===== src/rvdec_pkg.sv =====
// Package: operation numbers, opcode and field constants, configuration types for the decoder.
`default_nettype none

package rvdec_pkg;

   // Operation numbers, densely packed; zero marks an unsupported word.
   typedef enum logic [6:0] {
      OP_ILLEGAL = 7'd0,
      OP_LB, OP_LH, OP_LW, OP_LBU, OP_LHU,
      OP_FENCE,
      OP_ADDI, OP_SLTI, OP_SLTIU, OP_XORI, OP_ORI, OP_ANDI, OP_SLLI, OP_SRAI, OP_SRLI,
      OP_AUIPC,
      OP_SB, OP_SH, OP_SW,
      OP_LR_W, OP_SC_W, OP_AMOSWAP, OP_AMOADD, OP_AMOXOR, OP_AMOAND, OP_AMOOR,
      OP_AMOMIN, OP_AMOMAX, OP_AMOMINU, OP_AMOMAXU,
      OP_ADD, OP_SUB, OP_SLL, OP_SLT, OP_SLTU, OP_XOR, OP_SRL, OP_SRA, OP_OR, OP_AND,
      OP_MUL, OP_MULH, OP_MULHSU, OP_MULHU, OP_DIV, OP_DIVU, OP_REM, OP_REMU,
      OP_LUI,
      OP_BEQ, OP_BNE, OP_BLT, OP_BLTU, OP_BGE, OP_BGEU,
      OP_JALR, OP_JAL,
      OP_SFENCE_VMA, OP_EBREAK,
      OP_HALT, OP_DUMP, OP_TRACE_SET, OP_TRACE_RESET, OP_CSR_DUMP,
      OP_ECALL, OP_SRET, OP_MRET, OP_WFI,
      OP_CSRRW, OP_CSRRS, OP_CSRRC, OP_CSRRWI, OP_CSRRSI, OP_CSRRCI
   } op_type;

   localparam int unsigned INSTR_W = 32;
   localparam int unsigned OP_W    = 7;
   localparam int unsigned CODE_W  = 12;
   localparam int unsigned CSR_IDX_W = 3;

   // Major opcodes
   localparam logic [6:0] OPC_LOAD     = 7'h03;
   localparam logic [6:0] OPC_MISC_MEM = 7'h0F;
   localparam logic [6:0] OPC_OP_IMM   = 7'h13;
   localparam logic [6:0] OPC_AUIPC    = 7'h17;
   localparam logic [6:0] OPC_STORE    = 7'h23;
   localparam logic [6:0] OPC_AMO      = 7'h2F;
   localparam logic [6:0] OPC_OP       = 7'h33;
   localparam logic [6:0] OPC_LUI      = 7'h37;
   localparam logic [6:0] OPC_BRANCH   = 7'h63;
   localparam logic [6:0] OPC_JALR     = 7'h67;
   localparam logic [6:0] OPC_JAL      = 7'h6F;
   localparam logic [6:0] OPC_SYSTEM   = 7'h73;

   // funct7 values
   localparam logic [6:0] F7_BASE   = 7'h00;
   localparam logic [6:0] F7_MULDIV = 7'h01;
   localparam logic [6:0] F7_ALT    = 7'h20;
   localparam logic [6:0] F7_SFENCE = 7'h09;

   // AMO funct5 values
   localparam logic [4:0] F5_AMOADD  = 5'h00;
   localparam logic [4:0] F5_AMOSWAP = 5'h01;
   localparam logic [4:0] F5_LR      = 5'h02;
   localparam logic [4:0] F5_SC      = 5'h03;
   localparam logic [4:0] F5_AMOXOR  = 5'h04;
   localparam logic [4:0] F5_AMOOR   = 5'h08;
   localparam logic [4:0] F5_AMOAND  = 5'h0C;
   localparam logic [4:0] F5_AMOMIN  = 5'h10;
   localparam logic [4:0] F5_AMOMAX  = 5'h14;
   localparam logic [4:0] F5_AMOMINU = 5'h18;
   localparam logic [4:0] F5_AMOMAXU = 5'h1C;

   localparam logic [2:0] F3_AMO_W = 3'd2;

   // Standard SYSTEM immediates
   localparam logic [CODE_W-1:0] IMM_ECALL  = 12'h000;
   localparam logic [CODE_W-1:0] IMM_EBREAK = 12'h001;
   localparam logic [CODE_W-1:0] IMM_SRET   = 12'h102;
   localparam logic [CODE_W-1:0] IMM_WFI    = 12'h105;
   localparam logic [CODE_W-1:0] IMM_MRET   = 12'h302;

   // Configuration register indexes
   typedef enum logic [CSR_IDX_W-1:0] {
      CSR_CUSTOM_ENABLE = 3'd0,
      CSR_HALT_CODE     = 3'd1,
      CSR_DUMP_CODE     = 3'd2,
      CSR_TRACE_SET     = 3'd3,
      CSR_TRACE_RESET   = 3'd4,
      CSR_CSR_DUMP      = 3'd5
   } csr_index_type;

   // Reset values of the custom codes
   localparam logic [CODE_W-1:0] RST_HALT_CODE   = 12'h8C0;
   localparam logic [CODE_W-1:0] RST_DUMP_CODE   = 12'h8C1;
   localparam logic [CODE_W-1:0] RST_TRACE_SET   = 12'h8C2;
   localparam logic [CODE_W-1:0] RST_TRACE_RESET = 12'h8C3;
   localparam logic [CODE_W-1:0] RST_CSR_DUMP    = 12'h8C4;

   typedef struct packed {
      logic              custom_enable;
      logic [CODE_W-1:0] halt_code;
      logic [CODE_W-1:0] dump_code;
      logic [CODE_W-1:0] trace_set_code;
      logic [CODE_W-1:0] trace_reset_code;
      logic [CODE_W-1:0] csr_dump_code;
   } cfg_type;

endpackage

`default_nettype wire


===== src/rvdec_if.sv =====
// Interfaces: instruction request channel and decode response channel.
`default_nettype none

interface rvdec_req_if;
   logic        valid;
   logic        ready;
   logic [31:0] instr_word;

   modport source (output valid, output instr_word, input ready);
   modport sink   (input valid, input instr_word, output ready);
endinterface

interface rvdec_rsp_if;
   logic       valid;
   logic       ready;
   logic [6:0] operation;
   logic       is_illegal;

   modport source (output valid, output operation, output is_illegal, input ready);
   modport sink   (input valid, input operation, input is_illegal, output ready);
endinterface

`default_nettype wire


===== src/rvdec_csr.sv =====
// Configuration registers: custom enable and the five custom SYSTEM codes.
`default_nettype none

module rvdec_csr (
   input  wire logic                              clock,
   input  wire logic                              reset,
   input  wire logic                              csr_wr_en,
   input  wire logic [rvdec_pkg::CSR_IDX_W-1:0]   csr_index,
   input  wire logic [rvdec_pkg::CODE_W-1:0]      csr_wdata,
   output rvdec_pkg::cfg_type                     cfg
);
   import rvdec_pkg::*;

   cfg_type cfg_ff;
   cfg_type cfg_in;

   always_comb begin
      cfg_in = cfg_ff;
      if (csr_wr_en) begin
         case (csr_index_type'(csr_index))
            CSR_CUSTOM_ENABLE: cfg_in.custom_enable    = csr_wdata[0];
            CSR_HALT_CODE:     cfg_in.halt_code        = csr_wdata;
            CSR_DUMP_CODE:     cfg_in.dump_code        = csr_wdata;
            CSR_TRACE_SET:     cfg_in.trace_set_code   = csr_wdata;
            CSR_TRACE_RESET:   cfg_in.trace_reset_code = csr_wdata;
            CSR_CSR_DUMP:      cfg_in.csr_dump_code    = csr_wdata;
            default:           cfg_in = cfg_ff; // drop writes beyond the map
         endcase
      end
   end

   always_ff @(posedge clock) begin
      if (reset) begin
         cfg_ff.custom_enable    <= 1'b1;
         cfg_ff.halt_code        <= RST_HALT_CODE;
         cfg_ff.dump_code        <= RST_DUMP_CODE;
         cfg_ff.trace_set_code   <= RST_TRACE_SET;
         cfg_ff.trace_reset_code <= RST_TRACE_RESET;
         cfg_ff.csr_dump_code    <= RST_CSR_DUMP;
      end else begin
         cfg_ff <= cfg_in;
      end
   end

   assign cfg = cfg_ff;

endmodule

`default_nettype wire


===== src/rvdec_decode.sv =====
// Combinational field matcher: instruction word to operation number.
`default_nettype none

module rvdec_decode (
   input  wire logic [rvdec_pkg::INSTR_W-1:0] instr_word,
   input  rvdec_pkg::cfg_type                 cfg,
   output rvdec_pkg::op_type                  operation
);
   import rvdec_pkg::*;

   logic [6:0]        opc;
   logic [2:0]        f3;
   logic [6:0]        f7;
   logic [4:0]        f5;
   logic [4:0]        rs2;
   logic [CODE_W-1:0] imm12;
   op_type            priv_op;

   assign opc   = instr_word[6:0];
   assign f3    = instr_word[14:12];
   assign f7    = instr_word[31:25];
   assign f5    = instr_word[31:27];
   assign rs2   = instr_word[24:20];
   assign imm12 = instr_word[31:20];

   // Privileged group: standard immediates win over custom codes,
   // lower custom operation wins among equal codes.
   always_comb begin
      priority if (f7 == F7_SFENCE)                   priv_op = OP_SFENCE_VMA;
      else if (imm12 == IMM_ECALL)                    priv_op = OP_ECALL;
      else if (imm12 == IMM_EBREAK)                   priv_op = OP_EBREAK;
      else if (imm12 == IMM_SRET)                     priv_op = OP_SRET;
      else if (imm12 == IMM_WFI)                      priv_op = OP_WFI;
      else if (imm12 == IMM_MRET)                     priv_op = OP_MRET;
      else if (!cfg.custom_enable)                    priv_op = OP_ILLEGAL;
      else if (imm12 == cfg.halt_code)                priv_op = OP_HALT;
      else if (imm12 == cfg.dump_code)                priv_op = OP_DUMP;
      else if (imm12 == cfg.trace_set_code)           priv_op = OP_TRACE_SET;
      else if (imm12 == cfg.trace_reset_code)         priv_op = OP_TRACE_RESET;
      else if (imm12 == cfg.csr_dump_code)            priv_op = OP_CSR_DUMP;
      else                                            priv_op = OP_ILLEGAL;
   end

   always_comb begin
      operation = OP_ILLEGAL;
      case (opc)
         OPC_LOAD: begin
            case (f3)
               3'd0:    operation = OP_LB;
               3'd1:    operation = OP_LH;
               3'd2:    operation = OP_LW;
               3'd4:    operation = OP_LBU;
               3'd5:    operation = OP_LHU;
               default: operation = OP_ILLEGAL;
            endcase
         end
         OPC_MISC_MEM: operation = (f3 == 3'd0) ? OP_FENCE : OP_ILLEGAL;
         OPC_OP_IMM: begin
            unique case (f3)
               3'd0: operation = OP_ADDI;
               3'd1: operation = (f7 == F7_BASE) ? OP_SLLI : OP_ILLEGAL;
               3'd2: operation = OP_SLTI;
               3'd3: operation = OP_SLTIU;
               3'd4: operation = OP_XORI;
               3'd5: begin
                  priority if (f7 == F7_ALT) operation = OP_SRAI;
                  else if (f7 == F7_BASE)    operation = OP_SRLI;
                  else                       operation = OP_ILLEGAL;
               end
               3'd6: operation = OP_ORI;
               3'd7: operation = OP_ANDI;
            endcase
         end
         OPC_AUIPC: operation = OP_AUIPC;
         OPC_STORE: begin
            case (f3)
               3'd0:    operation = OP_SB;
               3'd1:    operation = OP_SH;
               3'd2:    operation = OP_SW;
               default: operation = OP_ILLEGAL;
            endcase
         end
         OPC_AMO: begin
            if (f3 == F3_AMO_W) begin
               case (f5)
                  F5_AMOADD:  operation = OP_AMOADD;
                  F5_AMOSWAP: operation = OP_AMOSWAP;
                  F5_LR:      operation = (rs2 == 5'd0) ? OP_LR_W : OP_ILLEGAL;
                  F5_SC:      operation = OP_SC_W;
                  F5_AMOXOR:  operation = OP_AMOXOR;
                  F5_AMOOR:   operation = OP_AMOOR;
                  F5_AMOAND:  operation = OP_AMOAND;
                  F5_AMOMIN:  operation = OP_AMOMIN;
                  F5_AMOMAX:  operation = OP_AMOMAX;
                  F5_AMOMINU: operation = OP_AMOMINU;
                  F5_AMOMAXU: operation = OP_AMOMAXU;
                  default:    operation = OP_ILLEGAL;
               endcase
            end
         end
         OPC_OP: begin
            if (f7 == F7_BASE) begin
               unique case (f3)
                  3'd0: operation = OP_ADD;
                  3'd1: operation = OP_SLL;
                  3'd2: operation = OP_SLT;
                  3'd3: operation = OP_SLTU;
                  3'd4: operation = OP_XOR;
                  3'd5: operation = OP_SRL;
                  3'd6: operation = OP_OR;
                  3'd7: operation = OP_AND;
               endcase
            end else if (f7 == F7_MULDIV) begin
               unique case (f3)
                  3'd0: operation = OP_MUL;
                  3'd1: operation = OP_MULH;
                  3'd2: operation = OP_MULHSU;
                  3'd3: operation = OP_MULHU;
                  3'd4: operation = OP_DIV;
                  3'd5: operation = OP_DIVU;
                  3'd6: operation = OP_REM;
                  3'd7: operation = OP_REMU;
               endcase
            end else if (f7 == F7_ALT) begin
               case (f3)
                  3'd0:    operation = OP_SUB;
                  3'd5:    operation = OP_SRA;
                  default: operation = OP_ILLEGAL;
               endcase
            end
         end
         OPC_LUI: operation = OP_LUI;
         OPC_BRANCH: begin
            case (f3)
               3'd0:    operation = OP_BEQ;
               3'd1:    operation = OP_BNE;
               3'd4:    operation = OP_BLT;
               3'd5:    operation = OP_BGE;
               3'd6:    operation = OP_BLTU;
               3'd7:    operation = OP_BGEU;
               default: operation = OP_ILLEGAL;
            endcase
         end
         OPC_JALR: operation = (f3 == 3'd0) ? OP_JALR : OP_ILLEGAL;
         OPC_JAL:  operation = OP_JAL;
         OPC_SYSTEM: begin
            unique case (f3)
               3'd0: operation = priv_op;
               3'd1: operation = OP_CSRRW;
               3'd2: operation = OP_CSRRS;
               3'd3: operation = OP_CSRRC;
               3'd4: operation = OP_ILLEGAL;
               3'd5: operation = OP_CSRRWI;
               3'd6: operation = OP_CSRRSI;
               3'd7: operation = OP_CSRRCI;
            endcase
         end
         default: operation = OP_ILLEGAL;
      endcase
   end

endmodule

`default_nettype wire


===== src/rv32ima_instruction_decoder.sv =====
// Top level: RV32IMA instruction decoder with input and result registers.
`default_nettype none

// Decodes one 32-bit RV32IMA instruction word per transfer into an operation
// number (1 to 74) plus an illegal flag; operation 0 with is_illegal high marks
// an unsupported word. The path is two registers deep: a transfer accepted on
// req is held in the input register, decoded from it and captured into the
// result register, which offers it on rsp. While rsp is ready, a new transfer
// is taken every cycle, so sustained rate is one instruction per clock. The
// only logic between the two registers is the field matcher, which compares
// opcode, funct3, funct7/funct5, rs2 and the 12-bit SYSTEM immediate. Both
// stages hold under back-pressure; req.ready stays high while either stage has
// room, so the input side takes one more transfer while a finished result
// waits and then stalls until rsp drains.
// The csr_ port writes the custom-op enable (index 0) and the five custom
// SYSTEM codes (indexes 1 to 5: halt, dump, trace on, trace off, CSR dump);
// other indexes are dropped. Write it only while no transfer is in flight.
// Standard SYSTEM immediates always take priority over a custom code.
module rv32ima_instruction_decoder (
   input  wire logic                             clock,
   input  wire logic                             reset,
   rvdec_req_if.sink                             req,
   rvdec_rsp_if.source                           rsp,
   input  wire logic                             csr_wr_en,
   input  wire logic [rvdec_pkg::CSR_IDX_W-1:0]  csr_index,
   input  wire logic [rvdec_pkg::CODE_W-1:0]     csr_wdata
);
   import rvdec_pkg::*;

   cfg_type             cfg;
   op_type              dec_op;

   // Input stage
   logic                in_valid_ff;
   logic                in_valid_in;
   logic [INSTR_W-1:0]  in_word_ff;
   logic [INSTR_W-1:0]  in_word_in;

   // Result stage
   logic                out_valid_ff;
   logic                out_valid_in;
   op_type              out_op_ff;
   op_type              out_op_in;

   logic                out_room;
   logic                in_room;

   rvdec_csr u_csr (
      .clock     (clock),
      .reset     (reset),
      .csr_wr_en (csr_wr_en),
      .csr_index (csr_index),
      .csr_wdata (csr_wdata),
      .cfg       (cfg)
   );

   rvdec_decode u_decode (
      .instr_word (in_word_ff),
      .cfg        (cfg),
      .operation  (dec_op)
   );

   // A stage has room when it is empty or its contents leave this cycle.
   assign out_room  = !out_valid_ff || rsp.ready;
   assign in_room   = !in_valid_ff || out_room;
   assign req.ready = in_room;

   always_comb begin
      in_valid_in = in_valid_ff;
      in_word_in  = in_word_ff;
      if (in_room) begin
         // advance: take the new transfer, or go empty
         in_valid_in = req.valid;
         if (req.valid) begin
            in_word_in = req.instr_word;
         end
      end
   end

   always_comb begin
      out_valid_in = out_valid_ff;
      out_op_in    = out_op_ff;
      if (out_room) begin
         // advance: capture the decoded operation from the input stage
         out_valid_in = in_valid_ff;
         if (in_valid_ff) begin
            out_op_in = dec_op;
         end
      end
   end

   always_ff @(posedge clock) begin
      if (reset) begin
         in_valid_ff  <= 1'b0;
         out_valid_ff <= 1'b0;
      end else begin
         in_valid_ff  <= in_valid_in;
         out_valid_ff <= out_valid_in;
      end
   end

   // Payload registers carry no reset.
   always_ff @(posedge clock) begin
      in_word_ff <= in_word_in;
      out_op_ff  <= out_op_in;
   end

   assign rsp.valid      = out_valid_ff;
   assign rsp.operation  = OP_W'(out_op_ff);
   assign rsp.is_illegal = (out_op_ff == OP_ILLEGAL);

endmodule

`default_nettype wire


===== src/flat_wrapper.sv =====
// flat-port wrapper written by rule: the top's interface ports become plain ports
module rv32ima_instruction_decoder_flat import rvdec_pkg::*;
  (clock, reset, csr_wr_en, csr_index, csr_wdata, req_valid, req_instr_word, req_ready, rsp_valid, rsp_operation, rsp_is_illegal, rsp_ready);
  rvdec_req_if req_i ();
  rvdec_rsp_if rsp_i ();
  input  wire logic clock;
  input  wire logic reset;
  input  wire logic csr_wr_en;
  input  wire logic [rvdec_pkg::CSR_IDX_W-1:0] csr_index;
  input  wire logic [rvdec_pkg::CODE_W-1:0] csr_wdata;
  input wire logic [$bits(req_i.valid)-1:0] req_valid;
  input wire logic [$bits(req_i.instr_word)-1:0] req_instr_word;
  output wire logic [$bits(req_i.ready)-1:0] req_ready;
  output wire logic [$bits(rsp_i.valid)-1:0] rsp_valid;
  output wire logic [$bits(rsp_i.operation)-1:0] rsp_operation;
  output wire logic [$bits(rsp_i.is_illegal)-1:0] rsp_is_illegal;
  input wire logic [$bits(rsp_i.ready)-1:0] rsp_ready;
  assign req_i.valid = req_valid;
  assign req_i.instr_word = req_instr_word;
  assign req_ready = req_i.ready;
  assign rsp_valid = rsp_i.valid;
  assign rsp_operation = rsp_i.operation;
  assign rsp_is_illegal = rsp_i.is_illegal;
  assign rsp_i.ready = rsp_ready;
  rv32ima_instruction_decoder u_core (.clock(clock), .reset(reset), .req(req_i), .rsp(rsp_i), .csr_wr_en(csr_wr_en), .csr_index(csr_index), .csr_wdata(csr_wdata));
endmodule

===== config.mk =====
export PLATFORM = sky130hd
export DESIGN_NAME = rv32ima_instruction_decoder_flat
export DESIGN_NICKNAME = d
export VERILOG_FILES = /design/src/rvdec_pkg.sv /design/src/rvdec_if.sv /design/src/rvdec_csr.sv /design/src/rvdec_decode.sv /design/src/rv32ima_instruction_decoder.sv /design/src/flat_wrapper.sv
export SDC_FILE = /design/constraint.sdc
export NUM_CORES = 1
export LEC_CHECK = 0
export ABC_AREA = 1
export BUFFER_PORTS_ARGS = -buffer_cell sky130_fd_sc_hd__buf_4
export CAP_MARGIN = 5
export CORE_UTILIZATION = 30
export DETAILED_ROUTE_END_ITERATION = 8
export PLACE_DENSITY_LB_ADDON = 0.08
export SLEW_MARGIN = 20
export SYNTH_ARGS = -nofsm -noshare
export SYNTH_HDL_FRONTEND = slang
export SYNTH_SLANG_ARGS = --single-unit

===== constraint.sdc =====
create_clock -name clock -period 2.29 [get_ports clock]
set_input_delay 0.1145 -clock clock [delete_from_list [all_inputs] [get_ports clock]]
set_output_delay 0.1145 -clock clock [all_outputs]
set_load 0.005 [all_outputs]

# == After elaboration in Yosys (flattened, before gate mapping) ==
# Memories as Yosys holds them, arrays and structs flattened. A register that Yosys moved wholly into a read port is not among the register bits.
# Index checks and enable logic that the tools add are counted.
# totals
reg_bits,102
mem_bits_ro,88
input_bits,52
out_inout_bits,10
wordCells,109
memories,2
# op_classes
eq_ne,46
muxes,32
n_reduce_logical,19
# mem_list
name,words,width,read_ports,rd_ports_with_merged_regs,write_ports,line,text
(no name shown),8,6,1,1,0,rvdec_decode.sv:103,unique case (f3)
(no name shown),8,5,1,1,0,rvdec_decode.sv:114,unique case (f3)
# ops
operator,n
7-bit one-hot mux with 8 select lines,2
7-bit two-way mux,14
7-bit one-hot mux with 12 select lines,1
12-bit == test,5
5-bit one-hot mux with 11 select lines,1
6-bit one-hot mux with 6 select lines,1
7-bit by 6-bit == test with 1-bit output (second input constant),5
7-bit == test (second input constant),4
12-bit by 9-bit == test with 1-bit output (second input constant),2
5-bit == test (second input constant),4
3-bit == test (second input constant),6
2-bit AND reduction,8
3-bit one-hot mux with 5 select lines,1
5-bit one-hot mux with 3 select lines,1
7-bit by 4-bit == test with 1-bit output (second input constant),2
7-bit by 5-bit == test with 1-bit output (second input constant),2
7-bit logical NOT,2
12-bit by 1-bit == test with 1-bit output (second input constant),1
12-bit by 10-bit == test with 1-bit output (second input constant),1
3-bit by 2-bit == test with 1-bit output (second input constant),4
12-bit logical NOT,1
4-bit two-way mux,3
6-bit two-way mux,2
6-bit one-hot mux with 2 select lines,1
other kinds (13),23

# == Logic depth before layout (Yosys ltp) ==
# logic_depth
ltp_word,15
ltp_mapped,18
ltp_nobuf,17

# == Cells and area by module ==
# Synthesis repeated with hierarchy kept, for this count alone.
# hier_totals
hier_cells,829
hier_area_um2,5923.2
# by_module_without_submodules
mod,instances,cells_per_inst,area_per_inst_um2,seq_area_each_um2
rvdec_csr,1,336,2388.5,1221.2
rvdec_decode,1,435,2245.9,0.0
rv32ima_instruction_decoder,1,58,1288.7,1211.2

# == Least setup slack after synthesis ==
# Ideal clock, no wire load.
# synth_timing
path_type,register to register
startpoint,"register u_core.out_valid_ff, in the netlist u_core.rsp.valid"
endpoint,register (tool-made name)
setup_ns,0.070
t_arrival_ns,1.648
required_time_ns,2.220
path_slack_ns,0.572
stages_incl_launch_ff,9
path_buffers,0
synth_period_minus_slack_ns,1.718
cell_sequence,dfxtp_1 -> nand3_1 -> nand2_1 -> o21ai_0 -> inv_1 -> ha_1 -> inv_1 -> nor2_1 -> a21oi_1
# synth_rtl
item,line,text
"start, declared",rv32ima_instruction_decoder.sv:40,logic out_valid_ff;
"start signal, assigned",rv32ima_instruction_decoder.sv:98,out_valid_ff <= out_valid_in;

# == Worst setup path in the final report ==
# layout_timing
startpoint,register u_core.in_word_ff[26]
endpoint,"register u_core.out_op_ff[4], in the netlist u_core.rsp.operation[4] (data pin)"
# layout_between
elab_chain_len,14
word_cells_on_any_way,29
classes_between,eq/ne (11); mux (16); reduce/logical (2)
# layout_lines
item,line,text
"start, declared",rv32ima_instruction_decoder.sv:36,logic [INSTR_W-1:0] in_word_ff;
"start signal, assigned",rv32ima_instruction_decoder.sv:104,in_word_ff <= in_word_in;
12-bit == test,rvdec_decode.sv:39,else if (imm12 == cfg.trace_reset_code) priv_op = OP_TRACE_RESET;
7-bit two-way mux,rvdec_decode.sv:39,
7-bit two-way mux,rvdec_decode.sv:38,else if (imm12 == cfg.trace_set_code) priv_op = OP_TRACE_SET;
7-bit two-way mux,rvdec_decode.sv:37,else if (imm12 == cfg.dump_code) priv_op = OP_DUMP;
7-bit two-way mux,rvdec_decode.sv:36,else if (imm12 == cfg.halt_code) priv_op = OP_HALT;
7-bit two-way mux,rvdec_decode.sv:35,else if (!cfg.custom_enable) priv_op = OP_ILLEGAL;
7-bit two-way mux,rvdec_decode.sv:34,else if (imm12 == IMM_MRET) priv_op = OP_MRET;
7-bit two-way mux,rvdec_decode.sv:33,else if (imm12 == IMM_WFI) priv_op = OP_WFI;
7-bit two-way mux,rvdec_decode.sv:32,else if (imm12 == IMM_SRET) priv_op = OP_SRET;
7-bit two-way mux,rvdec_decode.sv:31,else if (imm12 == IMM_EBREAK) priv_op = OP_EBREAK;
7-bit two-way mux,rvdec_decode.sv:30,else if (imm12 == IMM_ECALL) priv_op = OP_ECALL;
7-bit two-way mux,rvdec_decode.sv:29,priority if (f7 == F7_SFENCE) priv_op = OP_SFENCE_VMA;
7-bit one-hot mux with 8 select lines,rvdec_decode.sv:147,unique case (f3)
7-bit one-hot mux with 12 select lines *,rvdec_decode.sv:46,case (opc)
via u_core.dec_op[4],rv32ima_instruction_decoder.sv:31,op_type dec_op;
"end signal, assigned",rv32ima_instruction_decoder.sv:105,out_op_ff <= out_op_in;
"end, declared",rv32ima_instruction_decoder.sv:42,op_type out_op_ff;
# Mark *: on every way through the listed nets, which the timed path passes. The rest lies on a longest branch.
# A chain may end at the register's enable or synchronous reset.

==> results_dict.tcl <==
set metrics [dict create \
    status "completed" \
    grt_pass1_vias 4821 \
    synthCells 743 \
    ios 62 \
    period_share_pct 92.6 \
    yosysMostFrequentCell "nand2_1" \
    crit_path_end_kind "register" \
    path_cells "inv_2, nand2_4, nor2_8, nand2_8, inv_2, nand2_1, a21oi_1, nor4_1, buf_4, nand3_1" \
    die-area_mm2 0.0194 \
    cts_root_buf "clkbuf_16" \
    final_nets 885 \
    fmax_ghz 0.471 \
    cp.buffers_inverters 3 \
    path_clk_slew_ps 80 \
    drive_above_1_share_pct 18.5 \
    yosys.area.top_type_share_pct 26.1 \
    synth_area_per_cell_um2 7.63 \
    yosys.area.top_type "dfxtp_1" \
    yosysSeqAreaShare_pct 41.5 \
    ys_types 48 \
    fillers 1860 \
    cts_sinks 103 \
    hold_path_depth 3 \
    gr-total-overflow 0 \
    slew_headroom_pct 54.8 \
    crit_slowest_cell "edfxtp_1" \
    synth_area_leaders "dfxtp_1 (26%), edfxtp_1 (15%), nand2_1 (11%)" \
    synthTopCellsByCount "nand2_1 (165), nor2_1 (113), dfxtp_1 (74)" \
    grt_pass1_wl_um 25600 \
    syn_area_mm2 0.00567 \
    maxCapViolations 0 \
    antenna_found_initial 0 \
    hold_slack_ps 24.7 \
    insertion_delay_ps 350 \
    yosys_warnings 0 \
    place.port_buffers 51 \
    rows 49 \
    coreArea_mm2 0.0182 \
    final_antenna_net_count 0 \
    cts_buffers 9 \
    crit-reg2reg-launch "u_core.in_word_ff[26]" \
    avgRoutedWirePerCell_um 14.9 \
    drt_first_pass_iters 5 \
    critical_path_arrival_ps 2210 \
    ys_ff_latch 103 \
    crit_top_cell "inv_2" \
    route.vias.total 4940 \
    leakage_nw 3.11 \
    grt_usage_pct 17.1 \
    gp_congestion 0.831 \
    die_w_um 139 \
    die_h_um 139 \
    hold_path_class "primary input to register" \
    syn2layout_area_growth_pct 22.3 \
    fin_crit_ps 2120 \
    synth_edf_count 29 \
    hold_start "csr_wdata[2]" \
    skew_ps 7.17 \
    powerDensity_mw_per_mm2 595 \
    synthFlopType "dfxtp_1" \
    slew_violations 0 \
    async_reset_ff_share_pct 0 \
    post-route-drc-count 0 \
    irDropWorstVdd_mv 0.441 \
    vias_per_cell 4.66 \
    crit_path_max_incr_delay_ps 600 \
    finalHoldViolCount 0 \
    routed_wl_um 15900 \
    r2r-end "u_core.rsp.operation[4]" \
    crit_path_start_kind "register" \
    syn-num-nets 801 \
    pre_cts_slack_ps 21.2 \
    grt_max_degree 62 \
    critPathTopFamily "simple AND/OR/NAND/NOR gates" \
    dpl.hpwl_um 12200 \
    required_ps 2370 \
    path_class "register to register" \
    ff2ff_path_depth 10 \
    start_util_pct 31.1 \
    fin_setup_tns_ps 0 \
    crit_fanout 8 \
    antenna-diode-count 0 \
    clockBufferDepth 2 \
    grt_setup_unrepaired "no" \
    setup_viol 0 \
    power_mw 4.12 \
    drt-initial-drc-count 300 \
    holdPathEnd "u_core.u_csr.cfg[2]" \
    worst_pin_slew_ps 678 \
    ff2ff_setup_slack_ps 170 \
    fin_ws_ps 169 \
    h-tree-depth 3 \
    cts_tree "yes" \
]
how the worst max path moves through the flow:
stage,from,end,slack (ps),cells after the start
CTS,u_core.rsp.valid,register,0.7,8
detailed placement,u_core.rsp.valid,register,20,8
floorplan,u_core.rsp.valid,register,570,8
finish,u_core.in_word_ff[26],u_core.rsp.operation[4],170,10
global route,u_core.in_word_ff[21],u_core.rsp.operation[4],10,8
global placement,u_core.in_word_ff[20],u_core.rsp.operation[4],120,10
stage by stage:
| step | cell area, um^2 | util, % | instances |
|---|---|---|---|
| finish | 6930 | 38.0 | 1061 |
| detailed placement | 6380 | 35.0 | 1019 |
| global route | 6930 | 38.0 | 1061 |
| floorplan | 5670 | - | 743 |
| global placement | 6380 | 35.0 | 1019 |
| CTS | 6900 | 37.9 | 1058 |
area by class of cell:
class | count | area (um^2) | share of cell area (%)
timing repair buffer | 99 | 838 | 12.1
sequential | 103 | 2350 | 34.0
inverter | 81 | 308 | 4.44
clock buffer | 10 | 250 | 3.61
multi-input combinational | 533 | 2850 | 41.1
clock inverter | 6 | 42.5 | 0.614
tap | 229 | 287 | 4.14
per-layer routing:
| metal | GRT usage [%] | share of wire [%] | up-vias |
|---|---|---|---|
| li1 | - | - | 2571 |
| met1 | 25.3 | 54 | 2277 |
| met2 | 25.9 | 42 | 83 |
| met3 | 2.10 | 2.6 | 9 |
| met4 | 5.09 | 1.0 | 0 |
| met5 | 0 | 0 | - |
kinds of logic (layout without fill, tap and decap cells):
group,after synthesis,in the layout,synth area share (%)
adders and majority gates,6,6,1.33
buffers and inverters,107,196,8.19
and+or+nand+nor,375,375,31.4
DFF,103,103,41.5
xor gates and xnor gates,41,41,6.60
AOI/OAI and AO/OA,111,111,10.9
worst register-to-register path: cells and delay by family (launching register included):
family          cells  cell delay (ps)
compound gates      1               80
buf+inv             3              360
flops               1              600
simple gates        6              820
cell usage in the layout, fill, tap and decap left out, drive strengths merged, types with 5 or more instances in the layout:
cell / n
o211ai: 7
clkinv: 5
o21ai: 61
nor2: 128
nand2: 175
ha: 6
xor2: 5
dfxtp: 74
inv: 81
nor4: 5
a211oi: 7
edfxtp: 29
nor3: 11
nand3: 46
clkbuf: 10
buf: 76
a21oi: 28
nand4: 6
dlygate4sd3: 23
xnor2: 36
power by group:
group          switching (mW)  internal [mW]
sequential             0.0747           1.96
combinational           0.305          0.239
clock                   0.731          0.809
timing repair:
action / 4_1_cts / 5_1_grt
resized for setup: 0 / 1
hold buffers: 23 / 0
setup buffers: 0 / 3
setup endpoints to repair: 0 / 7
hold endpoints to repair: 24 / 0
No activity file was read; power rests on OpenSTA's default activity.
